==> config.mk <==
export PLATFORM = sky130hd
export DESIGN_NAME = midi_voice_to_control_values_unit
export DESIGN_NICKNAME = d
export VERILOG_FILES = /design/src/rtl/mvcv_pkg.sv /design/src/rtl/mvcv_pitch.sv /design/src/rtl/midi_voice_to_control_values_unit.sv
export SDC_FILE = /design/constraint.sdc
export NUM_CORES = 2
export LEC_CHECK = 0
export ABC_AREA = 1
export BUFFER_PORTS_ARGS = -buffer_cell sky130_fd_sc_hd__buf_2
export CORE_ASPECT_RATIO = 0.5
export CORE_MARGIN = 1.5
export CORE_UTILIZATION = 55
export DETAILED_ROUTE_END_ITERATION = 8
export GPL_TIMING_DRIVEN = 1
export PLACE_DENSITY_LB_ADDON = 0.12
export SKIP_LAST_GASP = 1
export SYNTH_ARGS = -nofsm -noshare
export SYNTH_HDL_FRONTEND = slang
export SYNTH_SLANG_ARGS = --single-unit
export TNS_END_PERCENT = 20
==> constraint.sdc <==
create_clock -name clk_i -period 5.72 [get_ports clk_i]
set_clock_uncertainty 0.05 [all_clocks]
set_input_delay 0.858 -clock clk_i [delete_from_list [all_inputs] [get_ports clk_i]]
set_output_delay 0.858 -clock clk_i [all_outputs]
set_load 0.005 [all_outputs]
==> src/rtl/mvcv_pkg.sv <==
package mvcv_pkg;

  localparam logic [1:0] REQ_NOTE     = 2'd0;
  localparam logic [1:0] REQ_BEND     = 2'd1;
  localparam logic [1:0] REQ_CTRL     = 2'd2;
  localparam logic [1:0] REQ_PRESSURE = 2'd3;

  localparam logic [2:0] OUTLET_GATE   = 3'd0;
  localparam logic [2:0] OUTLET_PITCH  = 3'd1;
  localparam logic [2:0] OUTLET_GLIDE  = 3'd2;
  localparam logic [2:0] OUTLET_SLIDE  = 3'd3;
  localparam logic [2:0] OUTLET_PRESS  = 3'd4;
  localparam logic [2:0] OUTLET_STRIKE = 3'd5;

  localparam logic [6:0] CTRL_TIMBRE = 7'd74;
  localparam logic [13:0] BEND_CENTRE = 14'd8192;

  // Q1.14 scaling of a 7-bit level: round(v * 16384 / 127)
  // 16384 = 127 * 129 + 1, so the rounded value is 129 * v, plus one when v >= 64
  function automatic logic [14:0] unit_scale(input logic [6:0] v);
    unit_scale = {1'b0, v, 7'd0} + {8'd0, v} + {14'd0, v[6]};
  endfunction

endpackage

==> src/rtl/mvcv_pitch.sv <==
// 2^(r/98304) scaled to Hz in Q20.8. Multiplies run bit-serially, one
// multiplier bit per cycle; division by k uses a restoring divider, one bit per cycle.
module mvcv_pitch (
  input  logic                clk_i,
  input  logic                rst_ni,
  input  logic                start_i,
  input  logic signed [22:0]  expo_i,
  output logic                done_o,
  output logic [28:0]         pitch_o
);

  localparam logic [2:0] S_IDLE = 3'd0;
  localparam logic [2:0] S_DIVQ = 3'd1;
  localparam logic [2:0] S_ZMUL = 3'd2;
  localparam logic [2:0] S_ZDIV = 3'd3;
  localparam logic [2:0] S_HMUL = 3'd4;
  localparam logic [2:0] S_HDIV = 3'd5;
  localparam logic [2:0] S_FMUL = 3'd6;
  localparam logic [2:0] S_DONE = 3'd7;

  logic [2:0]  state_q, state_d;
  logic [5:0]  cnt_q, cnt_d;
  logic [3:0]  k_q, k_d;
  logic [4:0]  oct_q, oct_d;       // octave count q + 12
  logic [63:0] acc_q, acc_d;       // product / numerator accumulator
  logic [63:0] mcand_q, mcand_d;   // shifted multiplicand
  logic [35:0] mplier_q, mplier_d; // multiplier bits, LSB first
  logic [63:0] quo_q, quo_d;       // dividend shifted out / quotient in
  logic [36:0] rem_q, rem_d;
  logic [30:0] z_q, z_d;
  logic [31:0] m_q, m_d;
  logic [28:0] res_q, res_d;

  logic [36:0] rtry;
  logic [37:0] rsh;
  logic [36:0] divisor;
  logic [5:0]  sh;
  logic [63:0] rnd;

  always_comb begin
    unique case (state_q)
      S_DIVQ:  divisor = 37'd98304;
      default: divisor = {33'd0, k_q};
    endcase
    rsh  = {rem_q, quo_q[63]};
    rtry = 37'(rsh - {1'b0, divisor});
    sh   = 6'(6'd42 - {1'b0, oct_q});
    rnd  = 64'd1 << (sh - 6'd1);
  end

  always_comb begin
    state_d = state_q; cnt_d = cnt_q; k_d = k_q; oct_d = oct_q;
    acc_d = acc_q; mcand_d = mcand_q; mplier_d = mplier_q;
    quo_d = quo_q; rem_d = rem_q; z_d = z_q; m_d = m_q; res_d = res_q;
    done_o = 1'b0;
    unique case (state_q)
      S_IDLE: if (start_i) begin
        // bias by 12 octaves so the value is nonnegative
        quo_d = {41'd0, 23'(expo_i + 23'sd1179648)} << 41;
        rem_d = '0; cnt_d = 6'd23; state_d = S_DIVQ;
      end
      S_DIVQ: begin
        // restoring division by 98304, one quotient bit per cycle
        quo_d = {quo_q[62:0], ~rtry[36] & ~rsh[37]};
        rem_d = (rsh[37] || !rtry[36]) ? 37'(rsh - {1'b0, divisor}) : rsh[36:0];
        if (rsh[37] || !rtry[36]) quo_d[0] = 1'b1;
        cnt_d = cnt_q - 6'd1;
        if (cnt_q == 6'd1) begin
          oct_d = 5'(quo_d[4:0]);
          acc_d = '0; mcand_d = {47'd0, rem_d[16:0]};
          mplier_d = {6'd0, 30'd744261118}; cnt_d = 6'd30; state_d = S_ZMUL;
        end
      end
      S_ZMUL: begin
        if (mplier_q[0]) acc_d = acc_q + mcand_q;
        mcand_d = mcand_q << 1; mplier_d = mplier_q >> 1;
        cnt_d = cnt_q - 6'd1;
        if (cnt_q == 6'd1) begin
          // acc / 98304 = (acc >> 15) / 3
          quo_d = (acc_d >> 15) << 16; rem_d = '0; k_d = 4'd3;
          cnt_d = 6'd48; state_d = S_ZDIV;
        end
      end
      S_ZDIV, S_HDIV: begin
        quo_d = {quo_q[62:0], !rtry[36]};
        rem_d = !rtry[36] ? rtry : rsh[36:0];
        cnt_d = cnt_q - 6'd1;
        if (cnt_q == 6'd1) begin
          if (state_q == S_ZDIV) begin
            z_d = 31'(quo_d); m_d = 32'h4000_0000; k_d = 4'd10;
          end else begin
            m_d = 32'(32'h4000_0000 + quo_d[31:0]);
            k_d = k_q - 4'd1;
          end
          if (state_q == S_HDIV && k_q == 4'd1) begin
            acc_d = '0; mcand_d = {32'd0, m_d}; mplier_d = 36'd112640;
            cnt_d = 6'd17; state_d = S_FMUL;
          end else begin
            acc_d = '0; mcand_d = {33'd0, z_d}; mplier_d = {4'd0, m_d};
            cnt_d = 6'd32; state_d = S_HMUL;
          end
        end
      end
      S_HMUL: begin
        if (mplier_q[0]) acc_d = acc_q + mcand_q;
        mcand_d = mcand_q << 1; mplier_d = mplier_q >> 1;
        cnt_d = cnt_q - 6'd1;
        if (cnt_q == 6'd1) begin
          quo_d = (acc_d >> 30) << 30; rem_d = '0; cnt_d = 6'd34; state_d = S_HDIV;
        end
      end
      S_FMUL: begin
        if (mplier_q[0]) acc_d = acc_q + mcand_q;
        mcand_d = mcand_q << 1; mplier_d = mplier_q >> 1;
        cnt_d = cnt_q - 6'd1;
        if (cnt_q == 6'd1) begin
          res_d = 29'((acc_d + rnd) >> sh); state_d = S_DONE;
        end
      end
      S_DONE: begin
        done_o = 1'b1; state_d = S_IDLE;
      end
      default: state_d = S_IDLE;
    endcase
  end

  always_ff @(posedge clk_i or negedge rst_ni) begin
    if (!rst_ni) begin
      state_q <= S_IDLE; cnt_q <= '0;
    end else begin
      state_q <= state_d; cnt_q <= cnt_d;
    end
  end

  always_ff @(posedge clk_i) begin
    k_q <= k_d; oct_q <= oct_d; acc_q <= acc_d; mcand_q <= mcand_d;
    mplier_q <= mplier_d; quo_q <= quo_d; rem_q <= rem_d; z_q <= z_d;
    m_q <= m_d; res_q <= res_d;
  end

  assign pitch_o = res_q;

endmodule

==> src/rtl/midi_voice_to_control_values_unit.sv <==
// channel | handshake           | payload
// in      | in_valid / in_stall | req_type, note_number, event_value, controller_number
// out     | out_valid/out_stall | outlet_id, control_value, last_of_run
// cfg     | cfg_valid/cfg_ready | cfg_data_i (semitones at full bend)
// One event at a time. An event with pitch runs a bit-serial multiply/divide unit
// (ten Horner steps) and emits its words once the pitch value is ready.
// While a word waits on a stalled output, the output holds.
// Reset clears voice state and sets the bend range to 2.
module midi_voice_to_control_values_unit (
  input  logic        clk_i,
  input  logic        rst_ni,
  input  logic        in_valid,
  output logic        in_stall,
  input  logic [1:0]  req_type_i,
  input  logic [6:0]  note_number_i,
  input  logic [13:0] event_value_i,
  input  logic [6:0]  controller_number_i,
  output logic        out_valid,
  input  logic        out_stall,
  output logic [2:0]  outlet_id_o,
  output logic signed [28:0] control_value_o,
  output logic        last_of_run_o,
  input  logic        cfg_valid,
  output logic        cfg_ready,
  input  logic [5:0]  cfg_data_i
);
  import mvcv_pkg::*;

  localparam logic [1:0] S_IDLE  = 2'd0;
  localparam logic [1:0] S_PITCH = 2'd1;
  localparam logic [1:0] S_EMIT  = 2'd2;

  logic [1:0]  state_q, state_d;
  logic [5:0]  range_q;
  logic [6:0]  note_q, vel_q, timbre_q, press_q;
  logic [13:0] bend_q;
  logic        active_q;
  logic [5:0]  mask_q, mask_d;     // outlets still to emit
  logic        zero_q, zero_d;
  logic [28:0] pitch_q;
  // registered start for pitch, high once the new note and bend are registered, so expo sees new state
  logic        pkick_q;
  logic        pdone;
  logic [28:0] pres;
  logic signed [22:0] expo;
  logic [2:0]  id;
  logic signed [28:0] val;
  logic [6:0]  sat;
  logic        accept;
  logic [5:0]  rest;
  logic        obusy;

  assign cfg_ready = 1'b1;
  assign in_stall  = (state_q != S_IDLE);
  assign accept    = in_valid && !in_stall;
  assign sat = (event_value_i > 14'd127) ? 7'd127 : event_value_i[6:0];

  assign expo = 23'(($signed({1'b0, note_q}) - 9'sd69) * 23'sd8192)
              + 23'($signed({1'b0, bend_q}) - $signed({1'b0, BEND_CENTRE}))
                * $signed({1'b0, range_q});

  mvcv_pitch u_pitch (
    .clk_i(clk_i), .rst_ni(rst_ni), .start_i(pkick_q), .expo_i(expo),
    .done_o(pdone), .pitch_o(pres)
  );

  // lowest pending outlet
  always_comb begin
    id = OUTLET_STRIKE;
    for (int i = 5; i >= 0; i--) if (mask_q[i]) id = 3'(i);
    rest = mask_q & ~(6'd1 << id);
  end

  always_comb begin
    logic signed [15:0] g;
    logic signed [8:0]  n;
    logic [14:0] s;
    g = 16'sd0; n = 9'sd0; s = 15'd0;
    val = '0;
    if (!zero_q) begin
      unique case (id)
        OUTLET_GATE:  val = 29'sd16384;
        OUTLET_PITCH: val = $signed(pitch_q);
        OUTLET_GLIDE: begin
          if (bend_q > 14'd8355) val = 29'sd16384;
          else if (bend_q < 14'd8029) val = -29'sd16384;
          else begin
            g = 16'(($signed({2'b0, bend_q}) - 16'sd8192) * 16'sd100);
            val = 29'(g);
          end
        end
        OUTLET_SLIDE: begin
          n = $signed({1'b0, timbre_q, 1'b0}) - 9'sd127;
          s = unit_scale(7'(n < 0 ? -n : n));
          val = n < 0 ? -29'($signed({1'b0, s})) : 29'($signed({1'b0, s}));
        end
        OUTLET_PRESS: val = 29'($signed({1'b0, unit_scale(press_q)}));
        default:      val = 29'($signed({1'b0, unit_scale(vel_q)}));
      endcase
    end
  end

  assign obusy = out_valid && out_stall;

  always_comb begin
    state_d = state_q; mask_d = mask_q; zero_d = zero_q;
    unique case (state_q)
      S_IDLE: if (accept) begin
        zero_d = 1'b0; mask_d = '0;
        unique case (req_type_i)
          REQ_NOTE: begin
            mask_d = 6'b111111;
            zero_d = (event_value_i == 14'd0);
          end
          REQ_BEND:     if (active_q) mask_d = 6'b000110;
          REQ_CTRL:     if (active_q && controller_number_i == CTRL_TIMBRE) mask_d = 6'b001000;
          default:      if (active_q) mask_d = 6'b010000;
        endcase
        if (mask_d != '0) state_d = (mask_d[1] && !zero_d) ? S_PITCH : S_EMIT;
      end
      S_PITCH: if (pdone) state_d = S_EMIT;
      S_EMIT: if (!obusy) begin
        mask_d = rest;
        if (rest == '0) state_d = S_IDLE;
      end
      default: state_d = S_IDLE;
    endcase
  end

  always_ff @(posedge clk_i or negedge rst_ni) begin
    if (!rst_ni) begin
      state_q <= S_IDLE; mask_q <= '0; zero_q <= 1'b0; range_q <= 6'd2;
      note_q <= '0; vel_q <= '0; bend_q <= BEND_CENTRE; timbre_q <= 7'd64;
      press_q <= '0; active_q <= 1'b0; pkick_q <= 1'b0;
      out_valid <= 1'b0;
    end else begin
      state_q <= state_d; mask_q <= mask_d; zero_q <= zero_d;
      pkick_q <= (state_q == S_IDLE) && (state_d == S_PITCH);
      if (cfg_valid && cfg_ready) range_q <= cfg_data_i;
      if (accept) begin
        unique case (req_type_i)
          REQ_NOTE: if (event_value_i == 14'd0) begin
            note_q <= '0; vel_q <= '0; bend_q <= BEND_CENTRE; timbre_q <= 7'd64;
            press_q <= '0; active_q <= 1'b0;
          end else begin
            note_q <= note_number_i; vel_q <= sat; active_q <= 1'b1;
          end
          REQ_BEND: bend_q <= event_value_i;
          REQ_CTRL: if (controller_number_i == CTRL_TIMBRE) timbre_q <= sat;
          default:  press_q <= sat;
        endcase
      end
      if (state_q == S_EMIT && !obusy) out_valid <= 1'b1;
      else if (!out_stall) out_valid <= 1'b0;
    end
  end

  always_ff @(posedge clk_i) begin
    if (pdone) pitch_q <= pres;
    if (state_q == S_EMIT && !obusy) begin
      outlet_id_o <= id; control_value_o <= val; last_of_run_o <= (rest == '0);
    end
  end

endmodule

Word level (Yosys, flattened, before mapping). Cells that the tools add are included.

Register bits: 465. Bits of input ports: 41. Output and inout port bits: 36. Logic and storage cells: 233.

Add/sub/neg operators: 22. Multiply operators: 2. Magnitude comparators: 4. Equal/unequal tests: 32. Shift operators: 3. Mux-type cells: 87. Bitwise logic cells: 6. Reduce and logical (&&, ||, !) cells: 50.

Operator list (count): 64-bit two-way mux (8); 64-bit one-hot mux with 3 select lines (2); 64-bit one-hot mux with 5 select lines (1); 37-bit two-way mux (4); 37-bit one-hot mux with 4 select lines (1); 29-bit one-hot mux with 5 select lines (1); 64-bit adder (2); 36-bit one-hot mux with 3 select lines (1); 32-bit two-way mux (3); 29-bit two-way mux (3); 36-bit two-way mux (2); 1-bit by 6-bit left shift with 64-bit output (first input constant) (1); 64-bit by 6-bit >> shifter with 29-bit output (1); 6-bit two-way mux (10); 7-bit two-way mux (7); 14-bit by 7-bit adder with 15-bit output (3); 15-bit by 1-bit adder with 15-bit output (3); 37-bit subtractor (1); 6-bit one-hot mux with 6 select lines (1); 3-bit two-way mux (11); 31-bit by 32-bit adder with 32-bit output (first input constant) (1); 31-bit two-way mux (1); 14-bit by 14-bit subtractor with 15-bit output (second input constant) (2); 15-bit negation with 29-bit output (1); 60 further kinds (135).

Depth between registers and ports, before layout.
Depth after elaboration: 14. Gate-level depth with buffers: 41. Gate-level depth less buffers: 41.

Hierarchy. A second synthesis with hierarchy kept.

Cells, all modules: 5660. Area, all modules: 40767.8 um^2.

By module, submodules not included: mvcv_pitch (times used 1, cells each 4221, area each 29447.0 um^2, sequential area each 10134.7 um^2); midi_voice_to_control_values_unit (times used 1, cells each 1439, area each 11320.9 um^2, sequential area each 3367.0 um^2).

Least setup slack after synthesis. OpenSTA, ideal clock, no wires.

Path type: register -> register. Start: register u_pitch.oct_q[0]. End: register u_pitch.res_q[24] (netlist: u_pitch.pitch_o[24]), data pin. Setup time: 253 ps. Data arrival time: 5622 ps. Required time: 5417 ps. Path slack: -204 ps. Cell stages (with the launch flop): 40. Buffers on the path: 5. Period minus slack after synthesis: 5924 ps. Cells stage by stage: edfxtp_1 -> inv_2 -> clkbuf_1 -> clkbuf_1 -> buf_2 -> ha_1 -> clkbuf_1 -> nand2_1 -> nor2_1 -> nand3_1 -> nand2_1 -> nand2_2 -> buf_1 -> nor2_1 -> ha_1 -> inv_1 -> fa_1 -> nand3b_1 -> (+4 left out) -> o21bai_1 -> a21oi_1 -> o21ai_0 -> nand3_1 -> nand3_1 -> nand2_1 -> nand2_1 -> nand2_1 -> nand2_1 -> nand2_1 -> nand3_1 -> nand2_1 -> nand2_1 -> nand2_1 -> nand2_1 -> nand3_1 -> nand2_1 -> nand2_1.

Word-level cells in the longest chain between the ends: 5.

Ends and longest elaborated chain: start, declared (line mvcv_pitch.sv:24) `logic [4:0] oct_q, oct_d;`; start signal, assigned (line mvcv_pitch.sv:136) `k_q <= k_d; oct_q <= oct_d; acc_q <= acc_d; mcand_q <= mcand_d;`; 6-bit by 5-bit subtractor with 6-bit output * (line mvcv_pitch.sv:47) `sh = 6'(6'd42 - {1'b0, oct_q});`; 6-bit by 1-bit subtractor with 6-bit output (line mvcv_pitch.sv:48) `rnd = 64'd1 << (sh - 6'd1);`; 1-bit by 6-bit left shift with 64-bit output (line mvcv_pitch.sv:48); 64-bit adder (line mvcv_pitch.sv:117) `res_d = 29'((acc_d + rnd) >> sh); state_d = S_DONE;`; 64-bit by 6-bit >> shifter with 29-bit output * (line mvcv_pitch.sv:117); end signal, assigned (line mvcv_pitch.sv:138) `m_q <= m_d; res_q <= res_d;`; end, declared (line mvcv_pitch.sv:32) `logic [28:0] res_q, res_d;`.

Every way passes the cells marked *; elsewhere a longest branch is shown, timed or not. A chain may end at the register's enable or synchronous reset.

Worst setup path after layout.
Start: register u_pitch.acc_q[1]. End: register u_pitch.res_q[5] (netlist: u_pitch.pitch_o[5]), data pin.

Word-level cells in the longest chain between the ends: 5.

Ends and longest elaborated chain: start, declared (line mvcv_pitch.sv:25) `logic [63:0] acc_q, acc_d;`; start signal, assigned (line mvcv_pitch.sv:136); 64-bit adder (line mvcv_pitch.sv:113) `if (mplier_q[0]) acc_d = acc_q + mcand_q;`; 64-bit two-way mux *; 64-bit two-way mux * (line mvcv_pitch.sv:56) `unique case (state_q)`; 64-bit adder * (line mvcv_pitch.sv:117); 64-bit by 6-bit >> shifter with 29-bit output * (line mvcv_pitch.sv:117).

Every way passes the cells marked *; elsewhere a longest branch is shown, timed or not. The select of a mux whose other input is x is not followed.

==> impl_metrics.env <==
export IMPL_status="finished, final reports clean"
export IMPL_die_width_um=386
export IMPL_die_y_um=194
export IMPL_grt_pass1_vias=37583
export IMPL_fp_row_count=69
export IMPL_drt_wl_total_um=133000
export IMPL_pin_count=77
export IMPL_m1WireLength_um=59600
export IMPL_ys_flop_type="edfxtp_1"
export IMPL_tightestPinTransition_ns=1.29
export IMPL_cts_tree="yes"
export IMPL_hp_class="input pin to asynchronous set/reset pin"
export IMPL_vias=39843
export IMPL_final_core_util_pct=65.4
export IMPL_drv_cap=0
export IMPL_root_buffer="clkbuf_16"
export IMPL_initial_utilization_pct=56.2
export IMPL_clockBufferDepth=3
export IMPL_synth_edf_count=392
export IMPL_drt_first_pass_iters=6
export IMPL_finalSetupViolations=0
export IMPL_max_freq_mhz=177
export IMPL_crit_type="flip-flop to flip-flop"
export IMPL_n_antenna_cell=0
export IMPL_dpl_hpwl_um=102000
export IMPL_finalCriticalPeriod_ns=5.65
export IMPL_overflow=0
export IMPL_netlist_instances=5556
export IMPL_track_usage_pct=34.9
export IMPL_clkLatencyLatePin_ns=0.61
export IMPL_dpl_cell_area_mm2=0.0441
export IMPL_antenna_found_initial=2
export IMPL_core_mm2=0.0717
export IMPL_n_fill_cell=6294
export IMPL_ys_seq_area_share_pct=33.5
export IMPL_drtIter0Drc=4555
export IMPL_antenna_left=0
export IMPL_slowest_stage="ha_1"
export IMPL_syn2layout_area_growth_pct=16.3
export IMPL_clock_sinks=461
export IMPL_drive_gt1_share_pct=15.2
export IMPL_cts_max_level=2
export IMPL_maxUsedRoutingLayer="met4"
export IMPL_syn_cell_area_mm2=0.0403
export IMPL_ys_types=70
export IMPL_gp_congestion=1.01
export IMPL_cpLargestDelayFamily="simple AND/OR/NAND/NOR gates"
export IMPL_syn_num_nets=5932
export IMPL_worst_ep_required_time_ns=6.12
export IMPL_grt_pass1_wl_um=208000
export IMPL_max_slew_margin_pct=13.7
export IMPL_cpMostUsedCell="nand3_1"
export IMPL_yosysWarnings=0
export IMPL_seq_area_mm2=0.0135
export IMPL_synth_seq_cells=461
export IMPL_nNetsFinal=6248
export IMPL_end_kind="flip-flop"
export IMPL_worst_path_buf_inv=8
export IMPL_avgRoutedWirePerCell_um=19.4
export IMPL_viasPerCell=5.80
export IMPL_finalCritPeriodShare_pct=98.8
export IMPL_clk_pin_slew_ns=0.07
export IMPL_rsz0062_at_grt="yes"
export IMPL_critPathLaunchType="flip-flop"
export IMPL_die_area_mm2=0.0750
export IMPL_wl_met2_um=58000
export IMPL_drc=0
export IMPL_cp_max_fo=4
export IMPL_grt_max_degree=112
export IMPL_cp_slowest_stage_delay_ns=0.43
export IMPL_avgSynthCellArea_um2=7.26
export IMPL_portBuffers=75
export IMPL_crit_arrival_ns=6.05
export IMPL_maxSlewViolCount=0
export IMPL_async_flop_share_pct=15.0
export IMPL_wl_met3_um=12100
export IMPL_multi_input_area_mm2=0.0241
export IMPL_cts_buffers_inserted=45
export IMPL_finalHoldViolCount=0
export IMPL_design_area_mm2=0.0469
-- logic make-up after synthesis --
| kind of cell | share of synthesized area, % |
|---|---|
| other | 0.00930 |
| DFF | 33.5 |
| buffers and inverters | 9.67 |
| xor gates and xnor gates | 3.60 |
| and+or+nand+nor | 27.3 |
| adders and majority gates | 12.0 |
| muxes | 0.199 |
| AOI/OAI and AO/OA | 13.8 |
-- registers in the layout (all words and copies together) (netlist names), 14 cells and up --
signal	cells
u_pitch.pitch_o	29
u_pitch.mplier_q	32
u_pitch.rem_q	37
pitch_q	29
u_pitch.mcand_q	64
u_pitch.z_q	31
control_value_o	29
u_pitch.acc_q	64
bend_q	14
u_pitch.quo_q	64
-- synth_stat cells, types with 16 or more instances --
library cell | number | share of area, %
edfxtp_1 | 392 | 29
o22ai_1 | 45 | 0.70
fa_1 | 86 | 4.3
xor2_1 | 89 | 1.9
dfrtp_1 | 66 | 4.1
nor3_1 | 49 | 0.61
o221ai_1 | 16 | 0.35
or2_2 | 41 | 0.64
o2111ai_1 | 20 | 0.43
nand3_1 | 551 | 6.8
clkbuf_1 | 163 | 1.5
a31oi_1 | 37 | 0.57
inv_1 | 806 | 7.5
buf_1 | 30 | 0.28
a21oi_1 | 265 | 3.3
o21ai_0 | 386 | 4.8
ha_1 | 249 | 7.7
o211ai_1 | 50 | 0.93
o21bai_1 | 18 | 0.34
nand4_1 | 50 | 0.78
nor2_1 | 535 | 5.0
o311ai_0 | 16 | 0.35
nand2_1 | 1324 | 12
xnor2_1 | 68 | 1.5
-- path summary, 6_finish.rpt --
path,from,endpoint,slack [ns],cells past startpoint
max,u_pitch.acc_q[1]$_SDFFCE_PP0P_,u_pitch.pitch_o[5]$_DFFE_PP_,0.07,35
max in group asynchronous,rst_ni,u_pitch.cnt_q[5]$_DFFE_PN0P_,4.59,1
min,rst_ni,timbre_q[5]$_DFFE_PN0P_,0.37,1
max reg2reg,u_pitch.acc_q[1]$_SDFFCE_PP0P_,u_pitch.pitch_o[5]$_DFFE_PP_,0.07,35
min reg2reg,u_pitch.pitch_o[11]$_DFFE_PP_,pitch_q[11]$_DFFE_PP_,0.37,0
min in group clk_i,u_pitch.pitch_o[11]$_DFFE_PP_,pitch_q[11]$_DFFE_PP_,0.37,0
-- cell type report --
type,instances,area share (%)
Sequential cell,461,28.8
Clock buffer,54,2.56
Timing Repair Buffer,477,7.37
Inverter,820,6.58
Clock inverter,29,0.667
Tap cell,958,2.56
Multi-Input combinational cell,4067,51.5
-- per-layer routing --
layer  global-route usage [%]  vias to the layer above
met5                        0                        -
li1                         -                    19134
met3                     6.49                      198
met2                     53.2                     1758
met4                     8.73                        0
met1                     50.9                    18753
-- metrics by stage --
step	setup WS, ns	cells	hold slack (ns)	TNS, ns
after floorplan	0.00640	5556	0.350	0
after global placement	-0.219	6770	0.353	-2.63
after detailed placement	-0.323	6770	0.355	-5.16
after CTS	-0.0106	6853	0.370	-0.0154
after global routing	-0.236	6866	0.374	-6.60
final	0.0697	6866	0.368	0
-- layout by cell type (no fill, tap or decap), types with 30 or more instances in the layout --
cell       count
nand2_2       43
ha_1         229
xnor2_1       67
dfrtp_1       66
nand4_1       50
nor2_1       483
o21ai_0      353
nand2_1     1285
edfxtp_1     392
inv_1        790
or2_2         41
fa_1          86
xor2_1        88
nor3_1        44
clkbuf_16     46
buf_2         74
a21oi_1      235
nand3_2       66
o211ai_1      50
o22ai_1       45
buf_4        397
a31oi_1       30
nand3_1      492
nor2_2        45
-- repair_timing --
action	in CTS	in global routing
hold buffers	0	0
gates resized for setup	19	279
setup endpoints to repair	29	86
pin swaps	2	59
buffers inserted	0	13
Power is left out: the tool's default activity adds up to more than one toggle a clock period on the data nets, which glitch-free logic cannot reach.
